$ cat config.mk
export PLATFORM = sky130hd
export DESIGN_NAME = led_color_phase_sequencer
export DESIGN_NICKNAME = d
export VERILOG_FILES = /design/src/design/lcps_pkg.sv /design/src/design/lcps_lane.sv /design/src/design/lcps_merge.sv /design/src/design/led_color_phase_sequencer.sv
export VERILOG_INCLUDE_DIRS = /design/src /design/src/design
export SDC_FILE = /design/constraint.sdc
export NUM_CORES = 2
export LEC_CHECK = 0
export BUFFER_PORTS_ARGS = -buffer_cell sky130_fd_sc_hd__buf_4
export CAP_MARGIN = 10
export CORE_MARGIN = 10
export CORE_UTILIZATION = 60
export CTS_CLUSTER_SIZE = 12
export DETAILED_ROUTE_END_ITERATION = 10
export PLACE_DENSITY = 0.79
export RECOVER_POWER = 100
export SLEW_MARGIN = 5
export SYNTH_ARGS = -nofsm -noshare
export SYNTH_HDL_FRONTEND = slang
export SYNTH_SLANG_ARGS = --single-unit
$ cat constraint.sdc
create_clock -name clock -period 20.2 [get_ports clock]
set_clock_uncertainty 0.05 [all_clocks]
set_input_delay 1.01 -clock clock [delete_from_list [all_inputs] [get_ports clock]]
set_output_delay 1.01 -clock clock [all_outputs]
set_load 0.01 [all_outputs]
$ cat src/design/led_color_phase_sequencer_macros.svh
// Assertion macros for the LED color phase sequencer.
`ifndef LED_COLOR_PHASE_SEQUENCER_MACROS_SVH
`define LED_COLOR_PHASE_SEQUENCER_MACROS_SVH
`ifndef SYNTHESIS
`define LCPS_ASSERT(lbl, clk, rst, prop, msg) \
   lbl: assert property (@(posedge clk) disable iff (rst) prop) else $error(msg);
`define LCPS_ASSERT_ALWAYS(lbl, clk, prop, msg) \
   lbl: assert property (@(posedge clk) prop) else $error(msg);
`else
`define LCPS_ASSERT(lbl, clk, rst, prop, msg)
`define LCPS_ASSERT_ALWAYS(lbl, clk, prop, msg)
`endif
`endif

$ cat src/design/lcps_pkg.sv
// Shared types, constants and helpers for the LED color phase sequencer.
package lcps_pkg;

   localparam int TABLE_DEPTH = 64;
   localparam int MAX_HOPS    = 4;
   localparam int ADDR_W      = $clog2(TABLE_DEPTH);
   localparam int HOPS_W      = $clog2(MAX_HOPS + 1);
   localparam int NUM_LANES   = 3;
   localparam int DIV_STEPS   = 16;
   localparam int DIV_CNT_W   = $clog2(DIV_STEPS);

   localparam logic [1:0] OP_TICK  = 2'd0;
   localparam logic [1:0] OP_LOAD  = 2'd1;
   localparam logic [1:0] OP_START = 2'd2;

   localparam logic [1:0] SRC_A     = 2'd0;
   localparam logic [1:0] SRC_B     = 2'd1;
   localparam logic [1:0] SRC_C     = 2'd2;
   localparam int         FLAG_DONE_BIT = 7;
   localparam logic [6:0] HOLD_LEN  = 7'd127;

   typedef logic [ADDR_W-1:0] addr_type;
   typedef logic [HOPS_W-1:0] hops_type;

   typedef struct packed {
      logic [1:0]        operation;
      logic [5:0]        phase_addr;
      logic signed [7:0] phase_length;
      logic [7:0]        phase_flags;
      logic [23:0]       color_a;
      logic [23:0]       color_b;
      logic [23:0]       color_c;
   } req_type;

   typedef struct packed {
      logic [23:0] out_color;
      logic        complete;
      logic        jump_error;
   } rsp_type;

   // Start command broadcast to every lane
   typedef struct packed {
      logic       start;
      logic [7:0] step;
      logic [6:0] len;
   } lane_ctl_type;

   // Sequencer state after a finished tick
   typedef struct packed {
      addr_type   phase;
      logic [7:0] step;
   } seq_upd_type;

   typedef enum logic [3:0] {
      ST_IDLE   = 4'b0001,
      ST_CHECK  = 4'b0010,
      ST_LANES  = 4'b0100,
      ST_FINISH = 4'b1000
   } seq_state_type;

   typedef enum logic [2:0] {
      LN_IDLE = 3'b001,
      LN_PREP = 3'b010,
      LN_DIV  = 3'b100
   } lane_state_type;

   function automatic logic [23:0] pick_color(input logic [1:0] sel,
                                              input logic [23:0] a,
                                              input logic [23:0] b,
                                              input logic [23:0] c);
      logic [23:0] col;
      case (sel)
         SRC_A:   col = a;
         SRC_B:   col = b;
         SRC_C:   col = c;
         default: col = '0;
      endcase
      return col;
   endfunction

endpackage

$ cat src/design/lcps_lane.sv
// One color channel lane: multiply, then serial signed divide and add.
`include "led_color_phase_sequencer_macros.svh"
module lcps_lane (
   input  logic                  clock,
   input  logic                  reset,
   input  lcps_pkg::lane_ctl_type ctl,
   input  logic [7:0]            start_chan,
   input  logic [7:0]            end_chan,
   output logic                  done,
   output logic [7:0]            result
);

   lcps_pkg::lane_state_type lst_ff, lst_in;
   logic signed [17:0] prod_ff, prod_in;
   logic [7:0]  s_ff, s_in;
   logic [6:0]  len_ff, len_in;
   logic        neg_ff, neg_in;
   logic [15:0] quo_ff, quo_in;
   logic [6:0]  rem_ff, rem_in;
   logic [lcps_pkg::DIV_CNT_W-1:0] cnt_ff, cnt_in;
   logic        done_ff, done_in;
   logic [7:0]  res_ff, res_in;

   logic signed [8:0] diff;
   logic signed [17:0] prod_neg;
   logic [7:0]  shifted;
   logic        fits;
   logic [15:0] quo_next;
   logic [7:0]  q_low;

   assign diff     = $signed({1'b0, end_chan}) - $signed({1'b0, start_chan});
   assign prod_neg = -prod_ff;
   assign shifted  = {rem_ff, quo_ff[15]};
   assign fits     = shifted >= {1'b0, len_ff};
   assign quo_next = {quo_ff[14:0], fits};
   assign q_low    = neg_ff ? 8'(-quo_next[7:0]) : quo_next[7:0];

   always_comb begin
      lst_in  = lst_ff;
      prod_in = prod_ff;
      s_in    = s_ff;
      len_in  = len_ff;
      neg_in  = neg_ff;
      quo_in  = quo_ff;
      rem_in  = rem_ff;
      cnt_in  = cnt_ff;
      done_in = 1'b0;
      res_in  = res_ff;
      case (lst_ff)
         lcps_pkg::LN_IDLE: begin
            if (ctl.start) begin
               prod_in = $signed({1'b0, ctl.step}) * diff;
               s_in    = start_chan;
               len_in  = ctl.len;
               lst_in  = lcps_pkg::LN_PREP;
            end
         end
         lcps_pkg::LN_PREP: begin
            if (len_ff == '0) begin
               // zero length shows the start color, no divide
               res_in  = s_ff;
               done_in = 1'b1;
               lst_in  = lcps_pkg::LN_IDLE;
            end else begin
               neg_in = prod_ff[17];
               quo_in = prod_ff[17] ? prod_neg[15:0] : prod_ff[15:0];
               rem_in = '0;
               cnt_in = '0;
               lst_in = lcps_pkg::LN_DIV;
            end
         end
         lcps_pkg::LN_DIV: begin
            rem_in = fits ? 7'(shifted - {1'b0, len_ff}) : shifted[6:0];
            quo_in = quo_next;
            cnt_in = cnt_ff + 1'b1;
            if (cnt_ff == lcps_pkg::DIV_CNT_W'(lcps_pkg::DIV_STEPS - 1)) begin
               res_in  = s_ff + q_low;
               done_in = 1'b1;
               lst_in  = lcps_pkg::LN_IDLE;
            end
         end
         default: lst_in = lcps_pkg::LN_IDLE;
      endcase
   end

   always_ff @(posedge clock) begin
      if (reset) begin
         lst_ff  <= lcps_pkg::LN_IDLE;
         done_ff <= 1'b0;
         cnt_ff  <= '0;
      end else begin
         lst_ff  <= lst_in;
         done_ff <= done_in;
         cnt_ff  <= cnt_in;
      end
      prod_ff <= prod_in;
      s_ff    <= s_in;
      len_ff  <= len_in;
      neg_ff  <= neg_in;
      quo_ff  <= quo_in;
      rem_ff  <= rem_in;
      res_ff  <= res_in;
   end

   assign done   = done_ff;
   assign result = res_ff;

   `LCPS_ASSERT(a_lane_start_idle, clock, reset, ctl.start |-> lst_ff == lcps_pkg::LN_IDLE, "lane restarted while busy")
   `LCPS_ASSERT(a_lane_rem_bound, clock, reset, lst_ff == lcps_pkg::LN_DIV |-> rem_ff < len_ff, "divider remainder not below divisor")
   `LCPS_ASSERT(a_lane_done_src, clock, reset, done_ff |-> $past(lst_ff) == lcps_pkg::LN_PREP || $past(lst_ff) == lcps_pkg::LN_DIV, "lane done without a divide")

endmodule

$ cat src/design/lcps_merge.sv
// Merges lane bytes into the result and computes the next phase and step.
module lcps_merge (
   input  logic [7:0]                         lane_res [lcps_pkg::NUM_LANES],
   input  logic [7:0]                         flags,
   input  logic [6:0]                         len,
   input  logic [7:0]                         step,
   input  lcps_pkg::addr_type                 idx,
   output lcps_pkg::rsp_type                  rsp,
   output lcps_pkg::seq_upd_type              upd
);

   logic [7:0] step_next;

   always_comb begin
      for (int i = 0; i < lcps_pkg::NUM_LANES; i++) begin
         rsp.out_color[8*i +: 8] = lane_res[i];
      end
      rsp.complete   = flags[lcps_pkg::FLAG_DONE_BIT];
      rsp.jump_error = 1'b0;

      step_next = step + 8'd1;
      if (len != lcps_pkg::HOLD_LEN && step_next >= {1'b0, len}) begin
         upd.step  = '0;
         upd.phase = idx + 1'b1;
      end else begin
         upd.step  = step_next;
         upd.phase = idx;
      end
   end

endmodule

$ cat src/design/led_color_phase_sequencer.sv
// Top level: phase table, jump resolution sequencer, three blend lanes.
// Load and start requests go from accept straight to the finish state and result register;
// ticks first follow H backward hops (0..4), with one table read per hop, then run the
// 16-step lane divider, skipped at zero length; a hop error ends the tick without a blend.
// One request in flight at a time; the next is taken once the result is registered.
// Synchronous reset clears phase index, step count and handshake state; table is not cleared.
`include "led_color_phase_sequencer_macros.svh"
module led_color_phase_sequencer (
   input  logic              clock,
   input  logic              reset,
   input  logic              req_valid,
   output logic              req_stall,
   input  lcps_pkg::req_type req_data,
   output logic              rsp_valid,
   input  logic              rsp_stall,
   output lcps_pkg::rsp_type rsp_data
);

   lcps_pkg::seq_state_type state_ff, state_in;
   lcps_pkg::addr_type phase_ff, phase_in;
   logic [7:0]         step_ff, step_in;
   lcps_pkg::addr_type idx_ff, idx_in;
   lcps_pkg::hops_type hops_ff, hops_in;
   lcps_pkg::req_type  req_ff, req_in;
   logic [6:0]         len_ff, len_in;
   logic [7:0]         flags_ff, flags_in;
   lcps_pkg::rsp_type  res_ff, res_in;
   logic               rsp_valid_ff, rsp_valid_in;
   lcps_pkg::rsp_type  rsp_data_ff, rsp_data_in;
   logic [15:0]        rd_data_ff;
   logic [15:0]        mem [lcps_pkg::TABLE_DEPTH];

   lcps_pkg::addr_type rd_addr;
   logic               accept;
   logic signed [7:0]  ent_len;
   logic [7:0]         ent_flags;
   logic [23:0]        start_col, end_col;
   lcps_pkg::lane_ctl_type lane_ctl;
   logic [lcps_pkg::NUM_LANES-1:0] lane_done;
   logic [7:0]         lane_res [lcps_pkg::NUM_LANES];
   lcps_pkg::rsp_type  merge_rsp;
   lcps_pkg::seq_upd_type merge_upd;
   logic               out_free;

   assign accept    = req_valid && !req_stall;
   assign req_stall = state_ff != lcps_pkg::ST_IDLE;
   assign out_free  = !rsp_valid_ff || !rsp_stall;
   assign ent_len   = $signed(rd_data_ff[15:8]);
   assign ent_flags = rd_data_ff[7:0];
   assign start_col = lcps_pkg::pick_color(ent_flags[5:4], req_ff.color_a,
                                           req_ff.color_b, req_ff.color_c);
   assign end_col   = lcps_pkg::pick_color(ent_flags[1:0], req_ff.color_a,
                                           req_ff.color_b, req_ff.color_c);

   always_comb begin
      state_in     = state_ff;
      phase_in     = phase_ff;
      step_in      = step_ff;
      idx_in       = idx_ff;
      hops_in      = hops_ff;
      req_in       = req_ff;
      len_in       = len_ff;
      flags_in     = flags_ff;
      res_in       = res_ff;
      rsp_valid_in = rsp_valid_ff && rsp_stall;
      rsp_data_in  = rsp_data_ff;
      rd_addr      = phase_ff;
      lane_ctl     = '{start: 1'b0, step: step_ff, len: ent_len[6:0]};
      case (state_ff)
         lcps_pkg::ST_IDLE: begin
            if (accept) begin
               req_in  = req_data;
               res_in  = '0;
               idx_in  = phase_ff;
               hops_in = '0;
               if (req_data.operation == lcps_pkg::OP_TICK) begin
                  state_in = lcps_pkg::ST_CHECK;
               end else begin
                  if (req_data.operation == lcps_pkg::OP_START) begin
                     phase_in = lcps_pkg::addr_type'(req_data.phase_addr);
                  end
                  state_in = lcps_pkg::ST_FINISH;
               end
            end
         end
         lcps_pkg::ST_CHECK: begin
            // rd_data_ff holds the entry at idx_ff
            if (ent_len < 0) begin
               if (hops_ff == lcps_pkg::hops_type'(lcps_pkg::MAX_HOPS)) begin
                  res_in.jump_error = 1'b1;
                  state_in = lcps_pkg::ST_FINISH;
               end else begin
                  // backward jump: adding the negative length wraps modulo depth
                  idx_in   = idx_ff + lcps_pkg::addr_type'(ent_len[lcps_pkg::ADDR_W-1:0]);
                  hops_in  = hops_ff + 1'b1;
                  rd_addr  = idx_in;
               end
            end else begin
               lane_ctl.start = 1'b1;
               len_in   = ent_len[6:0];
               flags_in = ent_flags;
               state_in = lcps_pkg::ST_LANES;
            end
         end
         lcps_pkg::ST_LANES: begin
            if (&lane_done) begin
               res_in   = merge_rsp;
               phase_in = merge_upd.phase;
               step_in  = merge_upd.step;
               state_in = lcps_pkg::ST_FINISH;
            end
         end
         lcps_pkg::ST_FINISH: begin
            if (out_free) begin
               rsp_valid_in = 1'b1;
               rsp_data_in  = res_ff;
               state_in     = lcps_pkg::ST_IDLE;
            end
         end
         default: state_in = lcps_pkg::ST_IDLE;
      endcase
   end

   always_ff @(posedge clock) begin
      if (reset) begin
         state_ff     <= lcps_pkg::ST_IDLE;
         phase_ff     <= '0;
         step_ff      <= '0;
         hops_ff      <= '0;
         rsp_valid_ff <= 1'b0;
      end else begin
         state_ff     <= state_in;
         phase_ff     <= phase_in;
         step_ff      <= step_in;
         hops_ff      <= hops_in;
         rsp_valid_ff <= rsp_valid_in;
      end
      idx_ff      <= idx_in;
      req_ff      <= req_in;
      len_ff      <= len_in;
      flags_ff    <= flags_in;
      res_ff      <= res_in;
      rsp_data_ff <= rsp_data_in;
   end

   // phase table: one write port, one registered read port
   always_ff @(posedge clock) begin
      if (accept && req_data.operation == lcps_pkg::OP_LOAD) begin
         mem[lcps_pkg::addr_type'(req_data.phase_addr)] <=
            {req_data.phase_length, req_data.phase_flags};
      end
      rd_data_ff <= mem[rd_addr];
   end

   for (genvar i = 0; i < lcps_pkg::NUM_LANES; i++) begin : g_lane
      lcps_lane u_lane (
         .clock      (clock),
         .reset      (reset),
         .ctl        (lane_ctl),
         .start_chan (start_col[8*i +: 8]),
         .end_chan   (end_col[8*i +: 8]),
         .done       (lane_done[i]),
         .result     (lane_res[i])
      );
   end

   lcps_merge u_merge (
      .lane_res (lane_res),
      .flags    (flags_ff),
      .len      (len_ff),
      .step     (step_ff),
      .idx      (idx_ff),
      .rsp      (merge_rsp),
      .upd      (merge_upd)
   );

   assign rsp_valid = rsp_valid_ff;
   assign rsp_data  = rsp_data_ff;

   `LCPS_ASSERT(a_lanes_in_state, clock, reset, |lane_done |-> state_ff == lcps_pkg::ST_LANES, "lane finished outside blend wait")
   `LCPS_ASSERT(a_hops_bound, clock, reset, state_ff == lcps_pkg::ST_CHECK |-> hops_ff <= lcps_pkg::hops_type'(lcps_pkg::MAX_HOPS), "hop count past bound")
   `LCPS_ASSERT(a_err_clean, clock, reset, rsp_valid_ff && rsp_data_ff.jump_error |-> rsp_data_ff.out_color == '0 && !rsp_data_ff.complete, "jump error with color or complete")
   `LCPS_ASSERT_ALWAYS(a_reset_clears, clock, reset |=> !rsp_valid_ff && state_ff == lcps_pkg::ST_IDLE, "reset left control state set")

endmodule

Yosys cells after proc, flatten, opt, wreduce, memory -nomap -nowiden
Memory sizes are Yosys's and may differ from the RTL's. A register that Yosys moved wholly into a read port is not among the register bits. Index checks and enable logic that the tools add are counted.

Register bits after elaboration: 386. Latch bits: 0. RAM bits: 1024. Memory bits (read-only): 0. Input bits: 100. Word-level logic and storage cells: 266. Memories kept: 1.

Add/sub/neg operators: 22. Multiply operators: 3. Div/mod/pow operators: 0. Order comparisons: 5. Eq/ne operators: 46. Shift-type cells: 0. Muxes and demuxes: 93. Bitwise logic cells: 4. Reductions and logical operators: 45.

Memory list: mem (depth 64, bits a word 16, rd ports 1, clocked after memory_dff 1, wr ports 1, line led_color_phase_sequencer.sv:31) `logic [15:0] mem [lcps_pkg::TABLE_DEPTH];`.

Operators with widths (number): case mux 24 bit (3 select lines) (2); two-way mux 16 bit (6); case mux 16 bit (2 select lines) (3); two-way mux 8 bit (9); two-way mux 6 bit (10); multiplier 9 x 9 -> 18 bit (3); two-way mux 26 bit (2); case mux 25 bit (2 select lines) (1); negator 16 bit (3); case mux 8 bit (2 select lines) (3); two-way mux 7 bit (6); case mux 7 bit (2 select lines) (3); two-way mux 4 bit (9); >= comparator 8 x 7 -> 1 bit (4); two-way mux 3 bit (10); AND reduction 2 bit (15); case mux 3 bit (3 select lines) (3); subtractor 8 x 8 -> 9 bit (3); inequality test 2 bit, second input constant (13); adder 8 bit (3); negator 8 bit (3); case mux 4 bit (2 select lines) (3); case mux 6 bit (2 select lines) (2); logical NOT 7 bit (3); 36 further kinds (96).

Depth between registers and ports, before layout
Word-level depth: 6. Depth in mapped cells: 34. Gate-level depth less buffers: 31.

Hierarchy
Synthesis repeated with hierarchy kept, for this count alone.

Cells, all modules: 5463. Area, all modules: 66970.5 um^2.

By module, submodules not included: led_color_phase_sequencer (instances 1, cells an instance 3433, area an instance 47057.6 um^2); lcps_lane at g_lane[1].u_lane ... (instances 2, cells an instance 646, area an instance 6393.6 um^2); lcps_lane at g_lane[0].u_lane (instances 1, cells an instance 646, area an instance 6408.6 um^2); lcps_merge (instances 1, cells an instance 92, area an instance 716.9 um^2).

Worst setup path after synthesis
Ideal clock, no wire load.

Kind: register -> register. Start point: register rd_data_ff[4], read port of mem. End point: register g_lane[1].u_lane.prod_ff[15], data pin. Setup time: 0.258 ns. Arrival: 7.225 ns. Data required time: 19.892 ns. Slack: 12.668 ns. Stages on the path, launching flop included: 30. Path buffers: 2. Period minus slack after synthesis: 7.532 ns. Cell sequence: dfxtp_1 clkbuf_1 clkbuf_1 mux2i_1 nor2_1 a21oi_1 ha_1 nor2b_1 o21ai_0 a21boi_0 o21ai_0 nand2b_1 a21o_1 a21oi_1 mux2i_1 fa_1 inv_1 fa_1 fa_1 fa_1 fa_1 inv_1 ha_1 inv_1 o21bai_1 a21oi_1 o21ai_0 a41oi_1 nor2b_1 xnor2_1.

Cells in the longest elaborated chain, start to end: 4. Elaborated cells on any way between the ends: 6. Classes of those cells: add/sub (1); mul (1); eq/ne (2); mux (1); reduce/logical (1).

Ends and longest elaborated chain: start, declared (line led_color_phase_sequencer.sv:30) `logic [15:0] rd_data_ff;`; equality test 2 bit, or another cell as far along (line lcps_pkg.sv:72) `case (sel)`; case mux 24 bit (3 select lines) (*) (line lcps_pkg.sv:72); subtractor 8 x 8 -> 9 bit (*) (line lcps_lane.sv:31) `assign diff = $signed({1'b0, end_chan}) - $signed({1'b0, start_chan});`; multiplier 9 x 9 -> 18 bit (*) (line lcps_lane.sv:52) `prod_in = $signed({1'b0, ctl.step}) * diff;`; end signal, assigned (line lcps_lane.sv:96) `prod_ff <= prod_in;`; end, declared (line lcps_lane.sv:14) `logic signed [17:0] prod_ff, prod_in;`.

Every way passes the cells marked *; elsewhere a longest branch is shown, timed or not. A chain may end at the register's enable or synchronous reset.

Worst setup path in the final report
Start point: register state_ff[3]. End point: register rd_data_ff[1], read port of mem.

Cells in the longest elaborated chain, start to end: 2.

Ends and longest elaborated chain: start, declared (line led_color_phase_sequencer.sv:19) `lcps_pkg::seq_state_type state_ff, state_in;`; start signal, assigned (line led_color_phase_sequencer.sv:126) `state_ff <= lcps_pkg::ST_IDLE;`; start signal, assigned (line led_color_phase_sequencer.sv:132) `state_ff <= state_in;`; equality test 4 x 2 -> 1 bit (line led_color_phase_sequencer.sv:69) `case (state_ff)`; two-way mux 6 bit (line led_color_phase_sequencer.sv:69).

Every way passes these cells.

==> out/metrics.csv <==
metric;value;unit
status;finished, violations left;
violations;max-capacitance violations, max-slew violations;
gp_congestion;0.878;
cts_hold_buffers;0;
antenna_found_initial;5;
grt_pass1_wl;229000;um
placed_area;61900;um^2
avgSynthCellArea;12.5;um^2
io_buffers;124;
whs;0.368;ns
firstDrtPassIters;8;
finalSetupViolCount;0;
final_common_cell;edfxtp_1;
syn_to_final_growth;9.27;%
cp_max_fo;114;
yosysSeqAreaShare;60.6;%
worstSetupPathType;flop to flop;
routed_wl;152000;um
synth_top_area_share;58.7;%
cts_setup_buffers;0;
fillers;6945;
ys_ff_latch;1221;
p_leak;24.1;nW
ys.flop_type;edfxtp_1;
dieArea;112000;um^2
drive_gt1_share;6.22;%
core-area;98400;um^2
vias_per_cell;6.29;
cts_tree;done;
worstMarginPinSlew;6.40;ns
ys_warn_count;0;
clock_sinks;1221;
final_cell_mix;edfxtp_1 (1162), nand2_1 (786), inv_1 (275);
start_util;60.4;%
peakVddDrop;0.0905;mV
drc;0;
io-pin-count;128;
drt_iter0_drc;5032;
die_h;335;um
rsz0062_at_grt;false;
synth_edf_count;1162;
htreeDepth;3;
fin_util;66.0;%
fin_nets;5383;
slew_violations;1445;
p_per_area;102;nW/um^2
max_freq;72.9;MHz
syn-instance-count;4756;
grt_max_degree;115;
min_path_type;flop to flop;
num_rows;115;
cts_buffers;121;
grt_overflow;0;
period_share;67.9;%
synth_area;59500;um^2
synth_fp_nets;5245;
cp.required;20.69;ns
grt_pass1_vias;38800;
fin_tns_setup;0;ns
relSlewSlack;-326;%
cts.repair.resized;0;
synth_cell_types;89;
clk_pin_slew;0.06;ns
final_area;65000;um^2
startpoint_type;flop;
async_flop_share;0;%
min_period;13.71;ns
clockBufferDepth;3;
root_buffer;clkbuf_16;
track_usage;26.7;%
vias;39400;
clk_latency;0.75;ns
post_drt_wl_per_cell;24.3;um
die_x;335;um
hold_violations;0;
arrival;14.20;ns
synth_top_area_cell;edfxtp_1;
netlist_top_cells_area;edfxtp_1 (59%), ha_1 (5.3%), nand2_1 (5.0%);
ant_nets;0;
hpwlAfterDp;96200;um
cap_violations;35;
cp-end-kind;flop;
sequential cells by signal (all words and copies together), names as in the netlist, 13 cells and up:
| name | flops |
|---|---|
| rd_data_ff | 13 |
| mem | 832 |
| rsp_data | 26 |
| g_lane.u_lane.rem_ff | 21 |
| g_lane.u_lane.s_ff | 24 |
| res_ff | 26 |
| g_lane.u_lane.prod_ff | 51 |
| g_lane.u_lane.quo_ff | 48 |
| g_lane.u_lane.result | 24 |
| req_ff | 72 |
| g_lane.u_lane.len_ff | 21 |
worst max-delay path: stages, from the launching register on:
cell and delay [ns]:
dfxtp_1 0.38, or4b_1 0.70, clkinvlp_2 0.81, nand3_1 0.86, and2_0 1.31, clkbuf_1 2.42, clkbuf_1 4.63, mux2i_1 0.42
a32o_1 0.47, a221oi_1 0.40, o22ai_1 0.31, nor4bb_1 0.66
power by group:
group / internal [W] / switching (W)
registers: 0.00288 / 0.0000538
logic: 0.000573 / 0.00104
clock network: 0.00115 / 0.000944
cell families after synthesis:
group                      after synthesis  share of synthesized area (%)
and+or+nand+nor                       1598                           12.3
DFF                                   1221                           60.6
AOI/OAI and AO/OA                      697                           7.85
buffers and inverters                  494                           3.54
adders and majority gates              389                           9.94
muxes                                  199                           3.38
xor gates and xnor gates               158                           2.35
Yosys cell counts (34+ instances only):
library cell / n
edfxtp_1: 1162
a31oi_1: 43
o21ai_0: 153
a32oi_1: 70
xnor2_1: 93
nand2b_1: 71
nand2_1: 787
dfxtp_1: 59
nand4_1: 47
nor2_1: 225
a21oi_1: 164
inv_1: 275
clkbuf_1: 104
mux2i_1: 192
buf_2: 72
nor2b_1: 34
nand3_1: 168
and2_1: 116
fa_1: 139
ha_1: 250
nor3_1: 39
xor2_1: 64
metrics by stage:
stage | power (W) | setup WS, ns | instances
after floorplan | 0.00406 | 12.67 | 4756
after global placement | 0.00452 | 12.09 | 6057
after detailed placement | 0.00457 | 11.89 | 6057
after CTS | 0.00664 | 11.91 | 6254
after global routing | 0.00693 | 5.88 | 6255
final | 0.00665 | 6.49 | 6259
metal layers:
metal  share of wire [%]  global-route usage [%]  up-vias  wire [um]
met5               0.033                       0        -         51
li1                    -                       -    17400          -
met2                  45                    41.3     2285      68500
met1                  38                    35.9    19200      58100
met3                  13                    7.35      413      19800
met4                 3.9                    9.90        8       5900
path summary, 6_finish.rpt:
check | from | to | slack [ns] | depth (start not counted)
setup / recovery | state_ff[3] | rd_data_ff[1] | 6.49 | 11
hold / removal | rd_data_ff[7] | flags_ff[7] | 0.37 | 0
setup reg to reg | state_ff[3] | rd_data_ff[1] | 6.49 | 11
hold reg to reg | rd_data_ff[7] | flags_ff[7] | 0.37 | 0
layout make-up:
type	instances	area [um^2]	share of cell area [%]
clock inverters	34	362	0.556
multi-input cells	3041	21400	32.9
repair buffers	233	1280	1.96
clock buffers	163	3270	5.03
diodes	4	10.0	0.0154
inverters	276	1040	1.60
well taps	1287	1610	2.48
flip-flops and latches	1221	36100	55.5
No activity file was read; power rests on OpenSTA's default activity.
